`src/rtl/core/fpalu_pkg.sv`:
```
package fpalu_pkg;

    typedef enum logic [1:0] {
        CMD_ADD = 2'd0,
        CMD_SUB = 2'd1,
        CMD_MUL = 2'd2,
        CMD_DIV = 2'd3
    } cmd_t;

    typedef struct packed {
        cmd_t        command;
        logic [31:0] operand_a;
        logic [31:0] operand_b;
    } alu_in_t;

    typedef struct packed {
        logic [31:0] result_word;
        logic        domain_error;
    } alu_out_t;

    localparam logic signed [9:0] EXP_BIAS   = 10'sd127;
    localparam logic signed [9:0] ALIGN_MAX  = 10'sd27;
    localparam int                DIV_BITS   = 4;
    localparam logic [48:0]       MUL_RND    = 49'h40_0000;
    localparam logic [27:0]       ADD_RND    = 28'd4;

    // One in-flight operation. Fields that a command does not use simply ride along.
    typedef struct packed {
        cmd_t               cmd;
        logic               dom;
        logic               zero;
        logic signed [9:0]  exp;
        logic [26:0]        x;
        logic [26:0]        y;
        logic [47:0]        acc;
        logic [23:0]        rem;
        logic [23:0]        low;
        logic [23:0]        dvsr;
        logic [23:0]        quot;
    } pipe_t;

endpackage

```
`src/rtl/core/positive_float_alu_top.sv`:
```
// Reduced single-precision float unit for positive normal operands: add, subtract,
// multiply and divide, one operation accepted per clock when the result side keeps up.
// Every operation passes through all stages to the output register. The depth is set by
// the divider, a six-stage restoring array that resolves four quotient bits per stage;
// add, subtract and multiply ride the same stages.
// Each stage holds its item until the next stage has room, so bubbles are squeezed out
// and a stalled result never blocks the stages behind it from filling.
module positive_float_alu_top
    import fpalu_pkg::*;
(
    input  logic     clk,
    input  logic     rst_n,
    input  logic     op_valid,
    output logic     op_ready,
    input  alu_in_t  op,
    output logic     res_valid,
    input  logic     res_ready,
    output alu_out_t res
);

    pipe_t    s_reg  [1:7];
    pipe_t    s_next [1:7];
    pipe_t    arith_out;
    pipe_t    norm_out;
    alu_out_t res_reg;
    alu_out_t res_next;
    logic [8:1] vld_reg;
    logic [8:1] vld_next;
    logic [8:1] rdy;

    fpalu_prep u_prep (.op(op), .p(s_next[1]));

    fpalu_arith    u_arith (.i(s_reg[1]), .o(arith_out));
    fpalu_div_step u_div2  (.i(arith_out), .o(s_next[2]));

    fpalu_norm     u_norm  (.i(s_reg[2]), .o(norm_out));
    fpalu_div_step u_div3  (.i(norm_out), .o(s_next[3]));

    for (genvar k = 4; k <= 7; k++)
    begin : g_div
        fpalu_div_step u_div (.i(s_reg[k-1]), .o(s_next[k]));
    end

    fpalu_round u_round (.i(s_reg[7]), .o(res_next));

    assign rdy[8] = !vld_reg[8] || res_ready;
    for (genvar k = 1; k <= 7; k++)
    begin : g_rdy
        assign rdy[k] = !vld_reg[k] || rdy[k+1];
    end

    always_comb
    begin
        vld_next[1] = rdy[1] ? op_valid : vld_reg[1];
        for (int k = 2; k <= 8; k++)
        begin
            vld_next[k] = rdy[k] ? vld_reg[k-1] : vld_reg[k];
        end
    end

    always_ff @(posedge clk or negedge rst_n)
    begin
        if (!rst_n)
        begin
            vld_reg <= '0;
        end
        else
        begin
            vld_reg <= vld_next;
        end
    end

    always_ff @(posedge clk)
    begin
        if (rdy[1] && op_valid)
        begin
            s_reg[1] <= s_next[1];
        end
        for (int k = 2; k <= 7; k++)
        begin
            if (rdy[k] && vld_reg[k-1])
            begin
                s_reg[k] <= s_next[k];
            end
        end
        if (rdy[8] && vld_reg[7])
        begin
            res_reg <= res_next;
        end
    end

    assign op_ready  = rdy[1];
    assign res_valid = vld_reg[8];
    assign res       = res_reg;

    a_dom_zero: assert property (@(posedge clk) disable iff (!rst_n)
        res_valid && res.domain_error |-> res.result_word == 32'd0)
        else $error("domain error with nonzero result");

    a_full_stall: assert property (@(posedge clk) disable iff (!rst_n)
        (&vld_reg) && !res_ready |-> !op_ready)
        else $error("input accepted into a full pipeline");

    a_hold_front: assert property (@(posedge clk) disable iff (!rst_n)
        !op_ready |-> vld_reg[1])
        else $error("front stage refuses input while empty");

    a_stall_keeps: assert property (@(posedge clk) disable iff (!rst_n)
        vld_reg[7] && !rdy[7] |=> vld_reg[7] && vld_reg[8])
        else $error("stalled stage lost its item");

endmodule

```
`src/rtl/core/fpalu_prep.sv`:
```
module fpalu_prep
    import fpalu_pkg::*;
(
    input  alu_in_t op,
    output pipe_t   p
);

    logic [7:0]        ea;
    logic [7:0]        eb;
    logic [23:0]       ma;
    logic [23:0]       mb;
    logic [26:0]       ma3;
    logic [26:0]       mb3;
    logic signed [9:0] d;
    logic signed [9:0] nd;

    always_comb
    begin
        ea  = op.operand_a[30:23];
        eb  = op.operand_b[30:23];
        ma  = {1'b1, op.operand_a[22:0]};
        mb  = {1'b1, op.operand_b[22:0]};
        ma3 = {ma, 3'b000};
        mb3 = {mb, 3'b000};
        d   = $signed({2'b00, ea}) - $signed({2'b00, eb});
        nd  = -d;

        p      = '0;
        p.cmd  = op.command;
        // Divide numerator is (ma << 23) + (mb >> 1), which is a plain concatenation.
        p.dvsr = mb;
        p.rem  = {1'b0, ma[23:1]};
        p.low  = {ma[0], mb[23:1]};

        case (op.command)
            CMD_ADD:
            begin
                if (!d[9])
                begin
                    p.exp = $signed({2'b00, ea});
                    p.x   = ma3;
                    p.y   = (d > ALIGN_MAX) ? '0 : (mb3 >> d[4:0]);
                end
                else
                begin
                    p.exp = $signed({2'b00, eb});
                    p.y   = mb3;
                    p.x   = (nd > ALIGN_MAX) ? '0 : (ma3 >> nd[4:0]);
                end
            end
            CMD_SUB:
            begin
                p.exp = $signed({2'b00, ea});
                p.dom = (op.operand_b[30:0] > op.operand_a[30:0]);
                p.x   = ma3;
                p.y   = (d > ALIGN_MAX) ? '0 : (mb3 >> d[4:0]);
            end
            CMD_MUL:
            begin
                p.exp = $signed({2'b00, ea}) + $signed({2'b00, eb}) - EXP_BIAS;
                p.x   = {3'b000, ma};
                p.y   = {3'b000, mb};
            end
            default:
            begin
                p.exp = $signed({2'b00, ea}) - $signed({2'b00, eb}) + EXP_BIAS;
            end
        endcase
    end

endmodule

```
`src/rtl/core/fpalu_arith.sv`:
```
module fpalu_arith
    import fpalu_pkg::*;
(
    input  pipe_t i,
    output pipe_t o
);

    logic [47:0] prod;

    always_comb
    begin
        prod = i.x[23:0] * i.y[23:0];
        o    = i;
        case (i.cmd)
            CMD_ADD: o.acc = {20'b0, {1'b0, i.x} + {1'b0, i.y}};
            CMD_SUB:
            begin
                o.acc  = {21'b0, i.x - i.y};
                o.zero = (i.x == i.y);
            end
            CMD_MUL: o.acc = prod;
            default: o.acc = '0;
        endcase
    end

endmodule

```
`src/rtl/core/fpalu_norm.sv`:
```
module fpalu_norm
    import fpalu_pkg::*;
(
    input  pipe_t i,
    output pipe_t o
);

    logic [4:0] msb;
    logic [4:0] lz;
    logic [4:0] sh;

    always_comb
    begin
        msb = '0;
        for (int k = 0; k < 27; k++)
        begin
            if (i.acc[k])
            begin
                msb = 5'(k);
            end
        end
        lz = 5'd26 - msb;
        // Left normalization stops once the exponent reaches zero.
        sh = ($signed({5'b0, lz}) < i.exp) ? lz : i.exp[4:0];

        o = i;
        case (i.cmd)
            CMD_ADD:
            begin
                if (i.acc[27])
                begin
                    o.acc = i.acc >> 1;
                    o.exp = i.exp + 10'sd1;
                end
            end
            CMD_SUB:
            begin
                if (!i.zero)
                begin
                    o.acc = i.acc << sh;
                    o.exp = i.exp - $signed({5'b0, sh});
                end
            end
            CMD_MUL:
            begin
                if (!i.acc[47] && (i.exp > 10'sd0))
                begin
                    o.acc = i.acc << 1;
                    o.exp = i.exp - 10'sd1;
                end
            end
            default:
            begin
                o = i;
            end
        endcase
    end

endmodule

```
`src/rtl/core/fpalu_div_step.sv`:
```
module fpalu_div_step
    import fpalu_pkg::*;
(
    input  pipe_t i,
    output pipe_t o
);

    logic [24:0] rem2;

    // Restoring division, DIV_BITS quotient bits per pipeline stage.
    always_comb
    begin
        o    = i;
        rem2 = '0;
        for (int k = 0; k < DIV_BITS; k++)
        begin
            rem2  = {o.rem, o.low[23]};
            o.low = {o.low[22:0], 1'b0};
            if (rem2 >= {1'b0, o.dvsr})
            begin
                o.rem  = 24'(rem2 - {1'b0, o.dvsr});
                o.quot = {o.quot[22:0], 1'b1};
            end
            else
            begin
                o.rem  = rem2[23:0];
                o.quot = {o.quot[22:0], 1'b0};
            end
        end
    end

endmodule

```
`src/rtl/core/fpalu_round.sv`:
```
module fpalu_round
    import fpalu_pkg::*;
(
    input  pipe_t    i,
    output alu_out_t o
);

    logic [24:0]       r;
    logic [25:0]       rm;
    logic [23:0]       q;
    logic signed [9:0] e;

    always_comb
    begin
        r  = 25'((28'(i.acc[26:0]) + ADD_RND) >> 3);
        rm = 26'(({1'b0, i.acc} + MUL_RND) >> 23);
        q  = i.quot;
        e  = i.exp;
        o  = '0;
        case (i.cmd)
            CMD_ADD, CMD_SUB:
            begin
                if (r[24])
                begin
                    r = r >> 1;
                    e = e + 10'sd1;
                end
                if (i.dom)
                begin
                    o.domain_error = 1'b1;
                end
                else if (!i.zero)
                begin
                    o.result_word = {e[8:0], r[22:0]};
                end
            end
            CMD_MUL:
            begin
                if (rm[25] || rm[24])
                begin
                    rm = rm >> 1;
                    e  = e + 10'sd1;
                end
                o.result_word = {e[8:0], rm[22:0]};
            end
            default:
            begin
                if (!q[23] && (e > 10'sd0))
                begin
                    q = q << 1;
                    e = e - 10'sd1;
                end
                o.result_word = {e[8:0], q[22:0]};
            end
        endcase
    end

endmodule

```
`config.mk`:
```
export PLATFORM = sky130hd
export DESIGN_NAME = positive_float_alu_top
export DESIGN_NICKNAME = d
export VERILOG_FILES = /design/src/rtl/core/fpalu_pkg.sv /design/src/rtl/core/positive_float_alu_top.sv /design/src/rtl/core/fpalu_prep.sv /design/src/rtl/core/fpalu_arith.sv /design/src/rtl/core/fpalu_norm.sv /design/src/rtl/core/fpalu_div_step.sv /design/src/rtl/core/fpalu_round.sv
export SDC_FILE = /design/constraint.sdc
export NUM_CORES = 2
export LEC_CHECK = 0
export BUFFER_PORTS_ARGS = -buffer_cell sky130_fd_sc_hd__buf_2
export CELL_PAD_IN_SITES_DETAIL_PLACEMENT = 2
export CELL_PAD_IN_SITES_GLOBAL_PLACEMENT = 2
export CORE_ASPECT_RATIO = 1.5
export CORE_MARGIN = 5
export CORE_UTILIZATION = 42
export CTS_BUF_LIST = sky130_fd_sc_hd__clkbuf_16
export DETAILED_ROUTE_END_ITERATION = 6
export PLACE_DENSITY = 0.9
export SLEW_MARGIN = 20
export SYNTH_ARGS = -nofsm -noshare
export SYNTH_HDL_FRONTEND = slang
export SYNTH_SLANG_ARGS = --single-unit
```
`constraint.sdc`:
```
create_clock -name clk -period 13.96 [get_ports clk]
set_clock_uncertainty 0.2 [all_clocks]
set_input_delay 2.792 -clock clk [delete_from_list [all_inputs] [get_ports clk]]
set_output_delay 2.792 -clock clk [all_outputs]
set_load 0.1 [all_outputs]
```
==> results.md <==
- Yosys warns: 0
- Library cells used by synthesis: about 100
- Final hold viol count: 0
- Clock Tree Buf Depth: 3
- Dpl hpwl: approximately 330,000 um
- Vias: between 90,000 and 100k
- WS Path Type: reg2reg
- Rel. slew slack: -23.3%
- Die X: about 400 um
- Yosys top cell area share: roughly 27%
- Data arrival, critical path: roughly 17,000 ps
- Initial Utilization: between 40% and 50%
- ANT nets after route: 0
- Largest net degree at the start of global routing: 85
- IO Port Bufs: a little over 100
- Vias in the first global route: about 100k
- Total wire length: about 510,000 um
- Die area: 225,000 um^2
- Synthesized area: about 90,000 um^2
- 1st-pass router iterations: 7
- Per-cell routed wire length: 38.9 um
- Tmin final: ~17,000 ps
- Max reg flops: 794
- Largest stage delay on the critical path: between 1500 and 2000 ps
- Global route total overflow: 0
- Sink Count: approximately 840
- Final Cycle Share: 120%
- Num CTS Buffers: 90
- Finished Layout Cells: between 10,000 and 15,000
- Reg clk slew, reported paths: roughly 80 ps
- Post-DP Area: around 97,000 um^2
- Number of synthesized flops with an enable pin: 827
- Status: finished, violations left
- Die Height: approximately 580 um
- Crit path max fanout: 24
- Top-count cell post-synth: nand2_1
- Synth Net Count: around 11,000
- Synth Flop Type: edfxtp_1
- CP endpoint kind: flip-flop
- Worst path required time: 14,280 ps
- CP max-delay cell: nor4_2
- Startpoint Class: flip-flop
- Slew of the pin with the lowest slew margin: 1830 ps
- Cell count after synthesis: 9,886
- Area Growth Syn to Fin: 11.8%
- TritonCTS clock tree: built
- Dpl cells: about 13,000
- RD Place Congestion: roughly 0.99
- Htree depth: 3
- Highest Clock Rate: around 0.06 GHz
- Layout cells sized above 1: 12.1%
- Nets: around 12,000
- Skew-Pair Late Insertion Delay: between 800 and 900 ps
- Seq/Total Area, Yosys: 27.7%
- All-layer global routing usage: between 40% and 50%
- IO Count: about 110
- Core footprint: around 210,000 um^2
- Initial antenna violation count: 55
- Total of max-cap violations: 3
- Setup violators final: 123
- Main area contributors after synthesis: edfxtp_1 (27%), ha_1 (12%), fa_1 (11%)
- Cell area after layout: slightly above 100,000 um^2
- Post-synthesis sequential element count: between 800 and 900
- Remaining DRCs: 2
- Vias per inst: ~7
- CTS Root Cell: clkbuf_16
- Num rows: ~210
- Area leader, netlist: edfxtp_1
- Avg Cell Area, Syn: approximately 9.1 um^2
- Top post-synthesis cells by count: nand2_1 (1,064), inv_1 (947), ha_1 (843)
- Global-route wire length before repair: 700,000 um
- Final worst slack: -2740 ps
- Pre-CTS WS: -584 ps
- Violated checks: design-rule violations, max-capacitance violations, max-slew violations, negative setup slack
- Synth async-reset ratio: 0.958%
- Hold Path Class: reg2reg
- Fin. max-slew vios: 6
- DR iter-0 viols: about 9,000
## worst max-delay path: cells and delay by family, from the launching register on
kind,cells,cell delay [ps]
mux,2,610
fa+ha+maj,4,1490
buf+inv,7,1630
simple gates,7,3390
flops,1,540
compound gates,27,8250
xor+xnor,1,170
## cell usage in the layout, fill, tap and decap left out, types with 105 or more instances in the layout
cell / n
xor2_1: 203
buf_4: 517
nand3_1: 173
a21o_1: 257
xnor2_1: 348
mux2_2: 218
a21oi_1: 711
o21a_1: 109
inv_1: 954
edfxtp_1: 827
nand4_1: 105
and2_1: 201
fa_1: 509
nor3_1: 150
nand2b_1: 134
nand2_1: 1062
mux2i_1: 245
nor2b_1: 105
o21ai_0: 537
ha_1: 838
nor2_1: 618
## final timing paths
path / from / endpoint / slack (ps) / cells after the start
max in group asynchronous: rst_n / vld_reg[5] / 11500 / 1
min in group asynchronous: rst_n / vld_reg[3] / 1700 / 1
hold / removal: s_reg[0][1386] / s_reg[0][1598] / 160 / 0
setup / recovery: s_reg[0][491] / s_reg[0][709] / -2740 / 48
setup reg to reg: s_reg[0][491] / s_reg[0][709] / -2740 / 48
hold reg to reg: s_reg[0][1386] / s_reg[0][1598] / 160 / 0
## what timing repair did
action | CTS | global route
hold buffers | 0 | 0
setup buffers | 11 | 27
endpoints found under the setup margin | 98 | 126
gates cloned | 0 | 1
pin swaps | 9 | 23
gates resized for setup | 49 | 124
## layout make-up
class / instances / area (um^2)
sequential: 835 / 25000
tap: 2835 / 3550
inverter: 955 / 3600
clock inverter: 74 / 628
antenna: 41 / 103
clock buffer: 90 / 2250
timing repair buffer: 647 / 4880
fill: 22600 / 113000
multi-input combinational: 7713 / 61100
## cell families (layout without fill, tap and decap cells)
| family | count (synthesis) | after routing | synth area share (%) |
|---|---|---|---|
| AO/OA/AOI/OAI | 2473 | 2474 | 17.4 |
| buffers and inverters | 1339 | 1766 | 5.64 |
| other | 0 | 41 | 0 |
| multiplexers | 540 | 540 | 6.68 |
| XOR/XNOR | 556 | 556 | 5.39 |
| adder cells (fa/ha/maj) | 1352 | 1352 | 22.9 |
| AND/OR/NAND/NOR | 2791 | 2791 | 14.3 |
| flip-flops | 835 | 835 | 27.7 |
## stage by stage
stage | TNS, ps | utilization, % | hold WS [ps]
after floorplan | 0 | - | 200
after global placement | 0 | 45.3 | 201
after detailed placement | -12900 | 45.3 | 208
after CTS | 0 | 46.8 | 185
after global routing | -129670 | 47.2 | 194
final | -128420 | 47.2 | 164
## layer usage
| metal | global-route usage, % | part of all wire [%] |
|---|---|---|
| met1 | 38.3 | 30 |
| met2 | 71.8 | 47 |
| met3 | 10.4 | 9.1 |
| met4 | 43.8 | 14 |
| met5 | 0.0211 | 0.044 |
Power is left out: the tool's default activity adds up to more than one toggle a clock period on the data nets, which glitch-free logic cannot reach.
